File: src/ttnv_pkg.sv
`timescale 1ns / 1ps
// ----------------------------------------------------------------------------
// ttnv_pkg: shared types and constants
// Item codes, queue sizing, register indexes and the status bundle that the
// table search units hand to the back end.
// ----------------------------------------------------------------------------
package ttnv_pkg;

  // Fixed field widths of the item and the configuration registers.
  localparam int MODE_BITS = 2;
  localparam int SLOT_BITS = 10;
  localparam int REG_BITS  = 11;
  localparam int CFG_IDX_BITS = 1;

  // Configuration register indexes.
  localparam logic [CFG_IDX_BITS-1:0] CFG_COUNT_A = 1'b0;
  localparam logic [CFG_IDX_BITS-1:0] CFG_COUNT_B = 1'b1;

  // Queue between the front and the back end.
  localparam int Q_DEPTH    = 2;
  localparam int Q_PTR_BITS = $clog2(Q_DEPTH);
  localparam int Q_CNT_BITS = $clog2(Q_DEPTH + 1);

  // Item kinds; the encoding matches the mode field.
  typedef enum logic [MODE_BITS-1:0] {
    OP_LOAD_A = 2'd0,
    OP_LOAD_B = 2'd1,
    OP_QUERY  = 2'd2
  } ttnv_op_t;

  // Search unit sequencer.
  typedef enum logic [2:0] {
    SR_IDLE,
    SR_STEP,
    SR_GET_HI,
    SR_GET_LO,
    SR_DONE
  } ttnv_sr_state_t;

  // Back end sequencer.
  typedef enum logic [2:0] {
    BK_IDLE,
    BK_SEARCH,
    BK_DIST,
    BK_SUM,
    BK_MIN,
    BK_OUT
  } ttnv_bk_state_t;

  // Status of one search unit: finished, and which neighbors exist.
  typedef struct packed {
    logic done;
    logic has_hi;
    logic has_lo;
  } ttnv_srch_stat_t;

endpackage

File: src/ttnv_front.sv
`timescale 1ns / 1ps
// ----------------------------------------------------------------------------
// ttnv_front: input stage
// Registers each incoming item, drops items that have no effect and packs the
// rest for the queue.
// ----------------------------------------------------------------------------
module ttnv_front #(
  parameter int TABLE_DEPTH = 1024,
  parameter int POS_BITS    = 40
) (
  input  logic                                  clk,
  input  logic                                  rst_n,
  input  logic                                  in_valid,
  output logic                                  in_stall,
  input  logic [ttnv_pkg::MODE_BITS-1:0]        in_mode,
  input  logic [ttnv_pkg::SLOT_BITS-1:0]        in_slot,
  input  logic [POS_BITS-1:0]                   in_position,
  output logic                                  push_valid,
  input  logic                                  push_ready,
  output logic [ttnv_pkg::MODE_BITS+ttnv_pkg::SLOT_BITS+POS_BITS-1:0] push_data
);
  import ttnv_pkg::*;

  logic                 fr_valid_r;
  ttnv_op_t             fr_op_r;
  logic [SLOT_BITS-1:0] fr_slot_r;
  logic [POS_BITS-1:0]  fr_pos_r;
  logic                 accept;
  logic                 keep;
  logic                 slot_ok;

  assign in_stall = fr_valid_r && !push_ready;
  assign accept   = in_valid && !in_stall;
  assign slot_ok  = 32'(in_slot) < TABLE_DEPTH;

  // Loads beyond the table and the unused mode leave no trace.
  always_comb begin
    case (in_mode)
      OP_LOAD_A, OP_LOAD_B: keep = slot_ok;
      OP_QUERY:             keep = 1'b1;
      default:              keep = 1'b0;
    endcase
  end

  always_ff @(posedge clk) begin
    if (!rst_n) begin
      fr_valid_r <= 1'b0;
    end else if (accept) begin
      fr_valid_r <= keep;
    end else if (push_ready) begin
      fr_valid_r <= 1'b0;
    end
  end

  always_ff @(posedge clk) begin
    if (accept) begin
      fr_op_r   <= ttnv_op_t'(in_mode);
      fr_slot_r <= in_slot;
      fr_pos_r  <= in_position;
    end
  end

  assign push_valid = fr_valid_r;
  assign push_data  = {fr_op_r, fr_slot_r, fr_pos_r};

endmodule

File: config.mk
export PLATFORM = sky130hd
export DESIGN_NAME = ttnv_front
export DESIGN_NICKNAME = d
export VERILOG_FILES = /design/src/ttnv_pkg.sv /design/src/ttnv_front.sv
export SDC_FILE = /design/constraint.sdc
export NUM_CORES = 1
export LEC_CHECK = 0
export ABC_AREA = 1
export BUFFER_PORTS_ARGS = -buffer_cell sky130_fd_sc_hd__buf_4
export CAP_MARGIN = 10
export CELL_PAD_IN_SITES_DETAIL_PLACEMENT = 2
export CELL_PAD_IN_SITES_GLOBAL_PLACEMENT = 2
export CORE_MARGIN = 4
export CORE_UTILIZATION = 27
export CTS_BUF_LIST = sky130_fd_sc_hd__clkbuf_8
export DETAILED_ROUTE_END_ITERATION = 6
export PLACE_DENSITY = 0.92
export SETUP_SLACK_MARGIN = 0.4
export SLEW_MARGIN = 20
export SYNTH_ARGS = -nofsm -noshare
export SYNTH_HDL_FRONTEND = slang
export SYNTH_SLANG_ARGS = --single-unit
File: constraint.sdc
create_clock -name clk -period 2.83 [get_ports clk]
set_clock_uncertainty 0.1 [all_clocks]
set_input_delay 0.283 -clock clk [delete_from_list [all_inputs] [get_ports clk]]
set_output_delay 0.283 -clock clk [all_outputs]
set_load 0.1 [all_outputs]
### After elaboration in Yosys (flattened, before gate mapping)

Cells that the tools add are included.
W data, S select, Z words.

| cells by class | value |
|---|---|
| $add $sub $neg | 0 |
| multipliers | 0 |
| divide/modulo/power cells | 0 |
| order comparisons | 0 |
| eq/ne operators | 2 |
| shifts and indexed selects | 0 |
| muxes and demuxes | 3 |
| bitwise operators | 0 |
| reduce and logical (&&, ||, !) cells | 7 |

Operators with widths:

| cell | count |
|---|---|
| $mux W1 | 3 |
| $reduce_or A3 Y1 | 1 |
| $eq A2 B1 Y1 const B | 1 |
| $eq A2 B2 Y1 const B | 1 |
| $logic_and A1 B1 Y1 | 2 |
| $logic_not A1 Y1 | 2 |
| $logic_not A2 Y1 | 1 |
| $reduce_bool A2 Y1 | 1 |

| storage, ports and cells | value |
|---|---|
| bits in registers | 53 |
| bits in latches | 0 |
| bits in writable memories | 0 |
| bits in read-only memories | 0 |
| bits of input ports | 56 |
| logic and storage cells | 16 |
| memories | 0 |

### Depth between registers and ports, before layout

| logic depth | value |
|---|---|
| depth in word-level cells | 5 |
| gate-level depth with buffers | 4 |
| depth with buffers taken out | 4 |

### Least setup slack after synthesis

No wires, ideal clock.

| timing | value |
|---|---|
| kind | register -> register |
| start point | register fr_valid_r, in the netlist push_valid |
| end point | register fr_op_r[0], enable pin |
| data arrival time | 2.514 ns |
| slack | -0.204 ns |
| cell stages (with the launch flop) | 4 |
| clock period less this slack | 3.034 ns |
| cells stage by stage | dfxtp_1 -> nand2_2 -> inv_2 -> nor2_2 |

| between the ends | value |
|---|---|
| cells in the longest elaborated chain, start to end | 3 |

RTL lines:

| what | RTL line | source |
|---|---|---|
| from (decl) | ttnv_front.sv:24 | `logic fr_valid_r;` |
| from (signal assigned) | ttnv_front.sv:49 | `fr_valid_r <= keep;` |
| $logic_and A1 B1 Y1 | ttnv_front.sv:32 | `assign in_stall = fr_valid_r && !push_ready;` |
| via in_stall | ttnv_front.sv:14 | `output logic in_stall,` |
| $logic_not A1 Y1 | ttnv_front.sv:33 | `assign accept = in_valid && !in_stall;` |
| $logic_and A1 B1 Y1 | ttnv_front.sv:33 |  |
| via accept | ttnv_front.sv:28 | `logic accept;` |
| to (signal assigned) | ttnv_front.sv:57 | `fr_op_r <= ttnv_op_t'(in_mode);` |
| to (decl) | ttnv_front.sv:25 | `ttnv_op_t fr_op_r;` |

The timed path passes the listed nets, and every way through them passes these cells.
A chain may end at the register's enable or synchronous reset.

### Worst setup path after layout

| timing | value |
|---|---|
| start point | register fr_valid_r, in the netlist push_valid |
| end point | output port in_stall |

| between the ends | value |
|---|---|
| cells in the longest elaborated chain, start to end | 1 |

RTL lines:

| what | RTL line |
|---|---|
| $logic_and A1 B1 Y1 | ttnv_front.sv:32 |
| to (decl) | ttnv_front.sv:14 |

Every way passes these cells.

==> flow_summary.yaml <==
cts:
  cts_buffer_depth: 2
  clock_latency_ns: 0.29
  cts_setup_buffers: 0
  cts_buffers: 5
  h-tree-depth: 2
  cts_root_buffer: "clkbuf_8"
  path_clk_slew_ns: 0.09
  clock-sinks: 53
  cts_tree: "yes"
  ctsHoldBuffers: 0
  cts_resized: 0
layout:
  final_layout_size_suffix_gt1_share_pct: 67.4
  final_area_um2: 2640
  seqCellArea_um2: 1580
  final_nets: 236
  diodes: 0
  fin_util_pct: 46.5
  num-fill-cells: 558
  multi_input_comb_area_um2: 33.8
  area_growth_syn_to_layout_pct: 62.4
synth:
  synth-simple-area-share_pct: 1.23
  synth_warnings: 0
  ys_seq_area_share_pct: 97.3
  synthAdderAreaFrac_pct: 0
  synth.distinct_cells: 8
  synth_nets: 118
  synth-xor-area-share_pct: 0
  yosys.area.top_type: "edfxtp_1"
  netlist.area_leader.share_pct: 96.1
  synth.avg_cell_area_um2: 26.2
  synth_compound_area_share_pct: 0.539
  ys_ff_latch: 53
  synthTopCellsByArea: "edfxtp_1 (96%), dfxtp_1 (1.2%), inv_1 (0.69%)"
  synth_mux_area_share_pct: 0
  syn_area_um2: 1630
  synth_top_family_by_area: "simple AND/OR/NAND/NOR gates"
  syn_inst: 62
die:
  ioPinCount: 110
  core_um2: 5680
  start_util_pct: 28.6
  die_area_um2: 7320
  rows: 27
  die_w_um: 85.6
  fp.dieH_um: 85.6
timing:
  slew_headroom_pct: 77.0
  rsz0062_at_grt: "false"
  final.min_clock_period_ns: 1.47
  fin_crit_sh_pct: 51.9
  finalSetupViolations: 0
  final_hold_viol_count: 0
  slew_viol_final: 0
  setup_ws_ns: 1.36
  worst_pin_slew_ns: 0.345
  max_freq_ghz: 0.681
  setup-tns-final_ns: 0
worst_setup_path:
  cp_max_fo: 2
  path_cells: "nand2_2 -> inv_2 -> buf_4"
  timing.rr.end: "fr_pos_r[14]"
  r2r-start: "push_valid"
  crit_path_end_kind: "primary output"
  crit_required_ns: 2.45
  cp-start-kind: "flop"
  worst_path_max_delay_cell: "dfxtp_2"
  crit_arrival_ns: 1.09
  rrSetupSlack_ns: 1.49
  rr_worst_depth: 4
  cp.depth: 3
  crit_type: "reg2out"
  cp.buffers_inverters: 2
  cp_top_family: "buffers and inverters"
  cpPeakStageDelay_ns: 0.35
routing:
  dr.first_iter.drc_count: 59
  vias: 1038
  drc: 0
  vias_per_cell: 4.10
  routed_wl_um: 4340
  dr.pass1.iters: 4
  wire_per_inst_um: 17.2
  ant_nets: 0
pwr:
  p_switching_uw: 626
  vdd_ir_drop_max_mv: 0.334
  p_clk_share_pct: 22.0
  pwr-share-seq_pct: 51.2
  p_int_mw: 1.19
  p_comb_share_pct: 26.8
  p_leak_nw: 1.13
  p_sw_share_pct: 34.4
  power.density_nw_per_um2: 689
placed_design:
  place_hpwl_um: 3540
  portBuffers: 109
  placed_area_um2: 2550
  dp_slack_ns: 1.40
  gp_congestion: 0.671
run_status:
  status: "completed"
job:
  drv_cap: 0
global_routing:
  grt_pass1_vias: 1131
  grt_max_degree: 28
  grt_pass1_wl_um: 6350
  grt_use_total_pct: 11.7
  grt_overflow_total: 0
  antenna_found_initial: 0
min_path:
  holdPathEnd: "fr_pos_r[6]"
  hold_class: "in2reg"
  holdCritStartpoint: "in_position[6]"
  holdPathStages: 1
## registers in the layout, summed over array words and instances (netlist names)
register and cells:
push_valid 1, fr_op_r 2, fr_pos_r 40, fr_slot_r 10
## how the worst max path moves through the flow
stage / startpoint / to / slack (ns)
floorplan: push_valid / fr_op_r[0] / 0.60
global placement: push_ready / fr_pos_r[25] / 1.44
detailed placement: push_ready / fr_pos_r[21] / 1.40
CTS: push_valid / in_stall / 1.34
global route: push_valid / in_stall / 1.31
finish: push_valid / in_stall / 1.36
## worst reg2reg max path, delay by kind of cell (launching register included)
family / cells / cell delay [ns]
buffers and inverters: 2 / 0.39
and+or+nand+nor: 2 / 0.18
DFF: 1 / 0.33
## cell usage after synthesis
cell	count
edfxtp_1	52
inv_1	3
nand2_1	2
a21oi_2	1
dfxtp_1	1
inv_2	1
nand2_2	1
nor2_2	1
## cells by family (layout without fill, tap and decap cells)
kind of cell / count (synthesis) / after routing
AOI/OAI and AO/OA: 1 / 1
buffers and inverters: 4 / 123
and+or+nand+nor: 4 / 4
DFF: 53 / 53
## layer usage
| layer | GRT usage (%) | routed length [um] | vias up |
|---|---|---|---|
| met1 | 12.9 | 1550 | 490 |
| met4 | 3.02 | 28 | 0 |
| met5 | 0 | 0 | - |
| li1 | - | - | 470 |
| met2 | 20.4 | 2230 | 72 |
| met3 | 5.28 | 527 | 6 |
## power groups by stage
stage	combinational [mW]	clock, mW	sequential [mW]
after global routing	0.499	0.462	0.936
final	0.487	0.400	0.930
after global placement	0.483	0	0.946
after detailed placement	0.492	0	0.950
after floorplan	0.0231	0	1.27
after CTS	0.492	0.421	0.932
## cell type report
cell class,instances,share of cell area (%)
clock buffers,5,2.61
repair buffers,111,31.6
clock inverters,3,0.569
flip-flops and latches,53,60.0
well taps,72,3.41
multi-input cells,5,1.28
inverters,4,0.569
## layout by cell type, fill, tap and decap left out
master / Yosys / final
buf_4: 0 / 111
inv_2: 1 / 1
inv_1: 3 / 5
dfxtp_2: 0 / 1
nand2_2: 1 / 1
clkinvlp_4: 0 / 1
edfxtp_1: 52 / 52
clkbuf_8: 0 / 5
nand2_1: 2 / 2
a21oi_2: 1 / 1
nor2_4: 0 / 1
## metrics by stage
step,total power [mW],hold WS (ns),cells
final,1.82,0.0555,253
after global routing,1.90,0.0275,253
after CTS,1.84,0.0425,253
after detailed placement,1.44,0.363,245
after global placement,1.43,0.361,245
after floorplan,1.30,0.282,62
Power figures use the tool's default switching activity.
