<file path="src/ttnv_pkg.sv">
`timescale 1ns / 1ps
// ----------------------------------------------------------------------------
// ttnv_pkg: shared types and constants
// Item codes, queue sizing, register indexes and the status bundle that the
// table search units hand to the back end.
// ----------------------------------------------------------------------------
package ttnv_pkg;

  // Fixed field widths of the item and the configuration registers.
  localparam int MODE_BITS = 2;
  localparam int SLOT_BITS = 10;
  localparam int REG_BITS  = 11;
  localparam int CFG_IDX_BITS = 1;

  // Configuration register indexes.
  localparam logic [CFG_IDX_BITS-1:0] CFG_COUNT_A = 1'b0;
  localparam logic [CFG_IDX_BITS-1:0] CFG_COUNT_B = 1'b1;

  // Queue between the front and the back end.
  localparam int Q_DEPTH    = 2;
  localparam int Q_PTR_BITS = $clog2(Q_DEPTH);
  localparam int Q_CNT_BITS = $clog2(Q_DEPTH + 1);

  // Item kinds; the encoding matches the mode field.
  typedef enum logic [MODE_BITS-1:0] {
    OP_LOAD_A = 2'd0,
    OP_LOAD_B = 2'd1,
    OP_QUERY  = 2'd2
  } ttnv_op_t;

  // Search unit sequencer.
  typedef enum logic [2:0] {
    SR_IDLE,
    SR_STEP,
    SR_GET_HI,
    SR_GET_LO,
    SR_DONE
  } ttnv_sr_state_t;

  // Back end sequencer.
  typedef enum logic [2:0] {
    BK_IDLE,
    BK_SEARCH,
    BK_DIST,
    BK_SUM,
    BK_MIN,
    BK_OUT
  } ttnv_bk_state_t;

  // Status of one search unit: finished, and which neighbors exist.
  typedef struct packed {
    logic done;
    logic has_hi;
    logic has_lo;
  } ttnv_srch_stat_t;

endpackage

</file>
<file path="src/ttnv_queue.sv">
`timescale 1ns / 1ps
// ----------------------------------------------------------------------------
// ttnv_queue: short item queue
// A small register FIFO that lets the front and the back end stall apart.
// ----------------------------------------------------------------------------
module ttnv_queue #(
  parameter int W = 52
) (
  input  logic         clk,
  input  logic         rst_n,
  input  logic         push_valid,
  output logic         push_ready,
  input  logic [W-1:0] push_data,
  output logic         pop_valid,
  input  logic         pop_ready,
  output logic [W-1:0] pop_data
);
  import ttnv_pkg::*;

  logic [W-1:0]          entry_r [Q_DEPTH];
  logic [Q_PTR_BITS-1:0] wr_ptr_r;
  logic [Q_PTR_BITS-1:0] rd_ptr_r;
  logic [Q_CNT_BITS-1:0] cnt_r;
  logic                  do_push;
  logic                  do_pop;

  assign push_ready = cnt_r != Q_CNT_BITS'(Q_DEPTH);
  assign pop_valid  = cnt_r != '0;
  assign do_push    = push_valid && push_ready;
  assign do_pop     = pop_valid && pop_ready;
  assign pop_data   = entry_r[rd_ptr_r];

  always_ff @(posedge clk) begin
    if (!rst_n) begin
      wr_ptr_r <= '0;
      rd_ptr_r <= '0;
      cnt_r    <= '0;
    end else begin
      if (do_push) begin
        wr_ptr_r <= (wr_ptr_r == Q_PTR_BITS'(Q_DEPTH - 1)) ? '0 : wr_ptr_r + 1'b1;
      end
      if (do_pop) begin
        rd_ptr_r <= (rd_ptr_r == Q_PTR_BITS'(Q_DEPTH - 1)) ? '0 : rd_ptr_r + 1'b1;
      end
      if (do_push && !do_pop) begin
        cnt_r <= cnt_r + 1'b1;
      end else if (do_pop && !do_push) begin
        cnt_r <= cnt_r - 1'b1;
      end
    end
  end

  always_ff @(posedge clk) begin
    if (do_push) begin
      entry_r[wr_ptr_r] <= push_data;
    end
  end

endmodule

</file>
<file path="config.mk">
export PLATFORM = sky130hd
export DESIGN_NAME = ttnv_queue
export DESIGN_NICKNAME = d
export VERILOG_FILES = /design/src/ttnv_pkg.sv /design/src/ttnv_queue.sv
export SDC_FILE = /design/constraint.sdc
export NUM_CORES = 1
export LEC_CHECK = 0
export ABC_AREA = 0
export ABC_CLOCK_PERIOD_IN_PS = 3100
export BUFFER_PORTS_ARGS = -buffer_cell sky130_fd_sc_hd__buf_2
export CORE_AREA = 2 2 110 112
export CTS_CLUSTER_DIAMETER = 60
export CTS_CLUSTER_SIZE = 24
export DETAILED_ROUTE_END_ITERATION = 6
export DIE_AREA = 0 0 112 114
export PLACE_DENSITY = 0.68
export SLEW_MARGIN = 20
export SYNTH_ARGS = -nofsm -noshare
export SYNTH_HDL_FRONTEND = slang
export SYNTH_SLANG_ARGS = --single-unit
</file>
<file path="constraint.sdc">
create_clock -name clk -period 3.1 [get_ports clk]
set_input_delay 0.155 -clock clk [delete_from_list [all_inputs] [get_ports clk]]
set_output_delay 0.155 -clock clk [all_outputs]
set_load 0.02 [all_outputs]
</file>
# Yosys cells after proc, flatten, opt, wreduce, memory -nomap -nowiden
# Memories as Yosys holds them, arrays and structs flattened. A register that Yosys moved wholly into a read port is not among the register bits.
# Index checks and enable logic that the tools add are counted.
[totals] elab_cells=25 memories=1 ramBits=104 out_inout_bits=54 register_bits=4
[mem_list] memory="entry_r" depth=2 width=52 read_ports=1 rd_clocked_by_memory_dff=1 write_ports=1 line="ttnv_queue.sv:20" source="logic [W-1:0] entry_r [Q_DEPTH];"
[classes] mux=8 n_addsub=4 eq_ne=1 reduce_logical=8
[ops] operator="$mux W1" n=6
[ops] operator="$logic_and A1 B1 Y1" n=4
[ops] operator="$mux W2" n=2
[ops] operator="$reduce_bool A2 Y1" n=2
[ops] operator="$add A1 B1 Y1 const B" n=2
[ops] operator="$add A2 B1 Y2 const B" n=1
[ops] operator="$logic_not A1 Y1" n=2
[ops] operator="$ne A2 B2 Y1 const B" n=1
[ops] operator="$sub A2 B1 Y2 const B" n=1

# Depth between registers and ports, before layout
# Gate-level depths: netlist (run 1).
[depth] ltp_word=6 ltp_mapped=6 ltp_nobuf=6

# Worst setup path before layout (run 1)
# No wires, ideal clock.
[synth_path] path_type="flip-flop to flip-flop" start="register cnt_r[0]" end="memory entry_r[1][0], enable pin" path_stages_with_launch=3 arrival_time_ns=1.887 slack_ns=0.798 setup_time_ns=0.415 synth_period_minus_slack_ns=2.302 path_cell_list="dfxtp_1 > nand2b_4 > and3_1"
[synth_via] elab_chain_cells=4
[synth_lines] element="start, declared" line="ttnv_queue.sv:23" source="logic [Q_CNT_BITS-1:0] cnt_r;"
[synth_lines] element="start signal, assigned" line="ttnv_queue.sv:46" source="cnt_r <= cnt_r + 1'b1;"
[synth_lines] element="start signal, assigned" line="ttnv_queue.sv:48" source="cnt_r <= cnt_r - 1'b1;"
[synth_lines] element="$ne A2 B2 Y1" line="ttnv_queue.sv:27" source="assign push_ready = cnt_r != Q_CNT_BITS'(Q_DEPTH);"
[synth_lines] element="via push_ready" line="ttnv_queue.sv:12" source="output logic push_ready,"
[synth_lines] element="$logic_and A1 B1 Y1" line="ttnv_queue.sv:29" source="assign do_push = push_valid && push_ready;"
[synth_lines] element="$mux W1" line="ttnv_queue.sv:54" source="if (do_push) begin"
[synth_lines] element="$mux W1 (not written as such)" line="ttnv_queue.sv:55" source="entry_r[wr_ptr_r] <= push_data;"
[synth_lines] element="end, declared" line="ttnv_queue.sv:20"
# The timed path passes the listed nets, and every way through them passes these cells.

==> impl_metrics.ini, run 1 <==
[min_path]
hp-class = input pin to register
hp-start = push_data[0]

[timing]
rsz0062_at_grt = false
fin_skew_ns = 0.00655
max_freq_mhz = 457
setup_viol = 0
post-route-min-period_ns = 2.19
hold_viol = 0
fin_tns_setup_ns = 0
drv_slew = 0
fin_crit_sh_pct = 70.6
worst_pin_slew_ns = 0.736
relSlewSlack_pct = 50.9

[worst_setup_path]
path_class = register to output port
arrival_ns = 2.03
worstSetupStartpointType = register
worstSetupEndpointType = output port
required_ns = 2.94
crit_fanout = 28
regToRegStartpoint = cnt_r[0]$_SDFFE_PN0P_

[clock_network]
numCtsBuffers = 9
htreeDepth = 3
root_buffer = clkbuf_16
cts_max_path_buffers = 2
clock_latency_ns = 0.34
clk_pin_slew_ns = 0.07
cts.repair.resized = 0
clock_sinks = 109
cts_tree = yes

[run_status]
status = finished clean

[pwr]
ir_drop_mv = 0.418
power_density_nw_per_um2 = 761
p_leak_nw = 2.01

[place]
port_buffers = 109
gp_congestion = 0.692
placed_cells = 440
dp_hpwl_um = 4530

[finish]
diodes = 0
drive_gt1_share_pct = 52.9
syn_to_final_growth_pct = 34.8
instances_no_fill = 495
fin_nets = 401
n_fill_cell = 1059
fin_util_pct = 46.0

[routing]
vias_per_cell = 4.48
drt_iter0_markers = 72
route.detailed.drc = 0
wl_per_cell_um = 14.8
ant_nets = 0
vias = 2218
wirelength_um = 7320
firstDrtPassIters = 4

[floorplan]
start_util_pct = 34.1
coreArea_um2 = 11700
dieArea_um2 = 12800
row_count = 40
die_w_um = 112
ios = 110
die_y_um = 114

[yosys]
yosysUniqueCellTypes = 20
synth-seq-cells = 109
synth_cells = 186
synth_area_per_cell_um2 = 21.5
synth_area_um2 = 3990
ys_seq_area_share_pct = 80.7
syn_nets = 243
synth_warnings = 0

[global_routing]
gr-total-overflow = 0
grt_usage_pct = 11.6
grt_max_degree = 53
grt_antenna_before_repair = 0
grt_pass1_wl_um = 11300
grt_pass1_vias = 2341

[run]
drv_cap = 0
[per-layer routing]
metal  part of all wire, %  up-vias  GRT usage, %
li1                      -     1046             -
met1                    44     1101          13.9
met2                    50       61          19.5
met3                   4.3       10          2.66
met4                   1.9        0          6.18
met5                     0        -             0
[power breakdown]
group / internal [mW] / switching (mW)
clock: 0.532 / 0.474
combinational: 0.510 / 0.636
sequential: 1.84 / 0.104
total: 2.88 / 1.21
[final timing paths]
path | to | slack (ns) | cells after the start
max | pop_data[46] | 0.91 | 3
min | entry_r[1][0]$_DFFE_PP_ | 0.02 | 1
max reg2reg | entry_r[1][0]$_DFFE_PP_ | 1.34 | 3
min reg2reg | cnt_r[1]$_SDFFE_PN0P_ | 0.57 | 2
[cell usage in the layout (no fill, tap or decap), types with 2 or more instances in the layout]
cell / count
dfxtp_1: 4
clkbuf_16: 9
mux2_2: 52
buf_4: 3
dlygate4sd3_1: 40
clkinv_1: 2
buf_2: 109
edfxtp_1: 104
clkinv_2: 3
and2_1: 4
xnor2_1: 2
[through the flow]
| stage | hold WS (ns) | worst slack (ns) | total power [mW] | instance area (um^2) |
|---|---|---|---|---|
| after detailed placement | 0.346 | 1.23 | 3.11 | 4730 |
| after global routing | 0.00527 | 0.775 | 4.29 | 5380 |
| after global placement | 0.343 | 1.24 | 3.09 | 4730 |
| after floorplan | 0.254 | 0.798 | 2.75 | 3990 |
| after CTS | 0.000489 | 0.853 | 4.16 | 5380 |
| final | 0.0151 | 0.913 | 4.10 | 5380 |
[final cells by class]
class / count / area [um^2] / area share, %
sequential: 109 / 3220 / 59.9
timing repair buffer: 153 / 988 / 18.4
multi-input combinational: 70 / 726 / 13.5
clock buffer: 9 / 225 / 4.18
tap: 147 / 184 / 3.42
clock inverter: 6 / 31.3 / 0.581
inverter: 1 / 3.75 / 0.0697
[state kept, by name, indices dropped and copies added (netlist names), named ones only]
name / cells
entry_r: 104
cnt_r: 2
rd_ptr_r: 1
wr_ptr_r: 1
[synthesized netlist by cell type]
master | instances | area, um^2
nand2b_4 | 1 | 13.8
ha_1 | 1 | 12.5
dfxtp_1 | 5 | 100
a21boi_0 | 1 | 7.51
inv_1 | 1 | 3.75
xor2_1 | 1 | 8.76
o21ai_1 | 1 | 5.00
o21ai_0 | 1 | 5.00
mux2_2 | 52 | 586
a21bo_2 | 1 | 10.0
or3_1 | 1 | 6.26
xnor2_1 | 2 | 17.5
buf_2 | 1 | 5.00
a21boi_1 | 1 | 7.51
and2_1 | 4 | 25.0
or2_2 | 1 | 6.26
edfxtp_1 | 104 | 3120
buf_4 | 5 | 37.5
nand3b_1 | 1 | 7.51
and3_1 | 1 | 6.26
[logic make-up after synthesis]
group / synth area share [%]
adders and majority gates: 0.313
and+or+nand+nor: 1.63
buffers and inverters: 1.16
muxes: 14.7
AOI/OAI and AO/OA: 0.877
DFF: 80.7
xor gates and xnor gates: 0.658
[critical path, cell delays in order, from the launching register on]
cell     delay [ns]
dfxtp_2        0.78
buf_4          0.37
mux2_2         0.37
buf_2          0.16
[timing repair]
action | CTS | global route
endpoints found under the hold margin | 78 | 0
hold buffers | 40 | 0
setup buffers | 0 | 0
No activity file was read; power rests on OpenSTA's default activity.
==> run 2: changes to the inputs <==
==> config.mk (replaced) <==
export PLATFORM = sky130hd
export DESIGN_NAME = ttnv_queue
export DESIGN_NICKNAME = d
export VERILOG_FILES = /design/src/ttnv_pkg.sv /design/src/ttnv_queue.sv
export SDC_FILE = /design/constraint.sdc
export NUM_CORES = 1
export LEC_CHECK = 0
export ABC_AREA = 1
export ABC_CLOCK_PERIOD_IN_PS = 2100
export BUFFER_PORTS_ARGS = -buffer_cell sky130_fd_sc_hd__buf_2
export CORE_AREA = 2 2 114 116
export CTS_CLUSTER_DIAMETER = 60
export CTS_CLUSTER_SIZE = 24
export DETAILED_ROUTE_END_ITERATION = 6
export DIE_AREA = 0 0 116 118
export PLACE_DENSITY = 0.67
export SLEW_MARGIN = 20
export SYNTH_ARGS = -nofsm -noshare
export SYNTH_HDL_FRONTEND = slang
export SYNTH_SLANG_ARGS = --single-unit
==> constraint.sdc (replaced) <==
create_clock -name clk -period 2.1 [get_ports clk]
set_input_delay 0.105 -clock clk [delete_from_list [all_inputs] [get_ports clk]]
set_output_delay 0.105 -clock clk [all_outputs]
set_load 0.02 [all_outputs]
==> run 2 against run 1 <==
  * Clock power up 63%
  * Sequential share of layout area down 4.3 points
  * Non-clock buffer count up 13
  * Power up 56%
  * Combinational power up 63%
  * Clock skew down 0.0031 ns
  * Largest cell class unchanged
==> impl_metrics.ini, run 2 <==
[run_status]
status = finished clean

[finish]
n_fill_cell = 1084
regMostFlops = entry_r
final_common_cell = buf_2
largest_reg_flops = 104
instances_no_fill = 547
reg_top3 = entry_r (104), cnt_r (2)
syn_to_final_growth_pct = 36.7
diodes = 0
drive_gt1_share_pct = 48.5
most-common-layout-cells = buf_2, edfxtp_1, dlygate4sd3_1
fin_nets = 427

[routing]
ant_nets = 0
vias_per_cell = 4.19
firstDrtPassIters = 3
wirelength_um = 7480
route.detailed.drc = 0
vias = 2290
wl_per_cell_um = 13.7
drt_iter0_markers = 111

[timing]
worst_pin_slew_ns = 0.337
whs_ns = 0.206
fin_skew_ns = 0.00347
setup_viol = 0
post-route-min-period_ns = 1.79
hold_viol = 0
relSlewSlack_pct = 77.5
drv_slew = 0
rsz0062_at_grt = false
max_freq_mhz = 560
fin_crit_sh_pct = 85.0

[yosys]
synth.most_common_cell = edfxtp_1
synth-main-ff-cell = edfxtp_1
synth_area_um2 = 4250
syn_nets = 256
synth-seq-cells = 109
synthTopCellsByCount = edfxtp_1, mux2_4, nand2_1, inv_1, nor2_1
synth_edf_count = 104
synth_cells = 199
synth_top_cell_area_share_pct = 73.5
synth-async-reset-ratio_pct = 0
synth_area_leaders = edfxtp_1, mux2_4, buf_12
synth_area_per_cell_um2 = 21.3
ys_seq_area_share_pct = 75.9
synth_warnings = 0
yosysUniqueCellTypes = 15
yosys.area.top_type = edfxtp_1

[floorplan]
row_count = 41
ios = 110
coreArea_um2 = 12400
die_y_um = 118
die_w_um = 116
dieArea_um2 = 13700
start_util_pct = 34.2

[clock_network]
clk_pin_slew_ns = 0.06
numCtsBuffers = 9
clock_latency_ns = 0.35
clock_sinks = 109
cts.repair.resized = 0
hold_buffers = 53
htreeDepth = 3
cts_tree = yes
postCtsSetupBuffers = 0
cts_max_path_buffers = 2
root_buffer = clkbuf_16

[place]
gp_congestion = 0.654
placed_cells = 478
dp_hpwl_um = 4620
port_buffers = 109

[global_routing]
grt_usage_pct = 11.3
gr-total-overflow = 0
grt_pass1_vias = 2377
grt_antenna_before_repair = 0
grt_max_degree = 53
grt_pass1_wl_um = 11400

[worst_setup_path]
worstSetupEndpointType = output port
required_ns = 2.00
path_class = register to output port
crit_buf_inv = 2
critPathSlowestCell = dfxtp_4
arrival_ns = 1.68
max_stage_delay_ns = 0.51
crit_fanout = 14
path_delay_family = flip-flops
worstSetupStartpointType = register
path_cells = buf_4 -> mux2_4 -> buf_2

[pwr]
p_leak_nw = 2.29
ir_drop_mv = 0.566
power_density_nw_per_um2 = 1100

[run]
drv_cap = 0

[min_path]
hp-class = input pin to register
[run 2: cell types whose count changed in the layout (fill, tap and decap cells not counted), moves of 4 or more]
cell,before,now
dlygate4sd3_1,40,53
mux2_4,0,50
nor2_1,0,6
and2_1,4,0
mux2_2,52,2
nand2_1,0,9
inv_1,0,8
[run 2: cell families after synthesis]
group	share of synthesized area, %
DFF	75.9
muxes	18.2
and+or+nand+nor	1.77
buffers and inverters	3.33
AOI/OAI and AO/OA	0.530
adders and majority gates	0.295
[run 2: where the power goes]
part / switching [mW] / internal (mW) / total [mW] / leakage (nW)
Sequential: 0.122 / 2.75 / 2.87 / 1.01
Combinational: 1.00 / 0.864 / 1.87 / 1.14
Clock: 0.730 / 0.915 / 1.65 / 0.136
Total: 1.86 / 4.53 / 6.39 / 2.29
[run 2: worst min-delay path, stage by stage]
cell,delay (ns)
buf_2,0.08
o21a_1,0.17
nor2_1,0.07
nor2_1,0.10
[run 2: metrics by stage]
| step | total power, mW | util (%) | area [um^2] | worst slack [ns] | setup TNS [ns] |
|---|---|---|---|---|---|
| 3_5_place_dp | 4.75 | 40.1 | 4980 | 0.530 | 0 |
| 6_report | 6.39 | 46.8 | 5810 | 0.314 | 0 |
| 4_1_cts | 6.49 | 46.8 | 5810 | 0.270 | 0 |
| 5_1_grt | 6.70 | 46.8 | 5810 | 0.232 | 0 |
| 2_1_floorplan | 4.29 | - | 4250 | -0.421 | -43.83 |
| 3_3_place_gp | 4.71 | 40.1 | 4980 | 0.661 | 0 |
[run 2: routing by layer]
metal	GRT usage (%)	routed length [um]	part of all wire (%)
met5	0	0	0
met4	6.25	184	2.5
met3	3.45	348	4.7
met2	19.4	3860	52
met1	12.3	3090	41
[run 2: final timing paths]
check / start / to / slack [ns] / cells past startpoint
hold reg to reg: rd_ptr_r$_SDFFE_PN0P_ / rd_ptr_r$_SDFFE_PN0P_ / 0.52 / 2
hold / removal: pop_ready / rd_ptr_r$_SDFFE_PN0P_ / 0.21 / 4
setup / recovery: register / pop_data[42] / 0.31 / 3
setup reg to reg: cnt_r[0]$_SDFFE_PN0P_ / cnt_r[1]$_SDFFE_PN0P_ / 0.52 / 10
[run 2: area by class of cell]
| cell class | count | area [um^2] | area share [%] |
|---|---|---|---|
| Tap cell | 172 | 215 | 3.71 |
| Inverter | 8 | 30.0 | 0.517 |
| Clock inverter | 7 | 66.3 | 1.14 |
| Sequential cell | 109 | 3230 | 55.6 |
| Multi-Input combinational cell | 76 | 898 | 15.5 |
| Clock buffer | 9 | 225 | 3.88 |
| Timing Repair Buffer | 166 | 1140 | 19.7 |
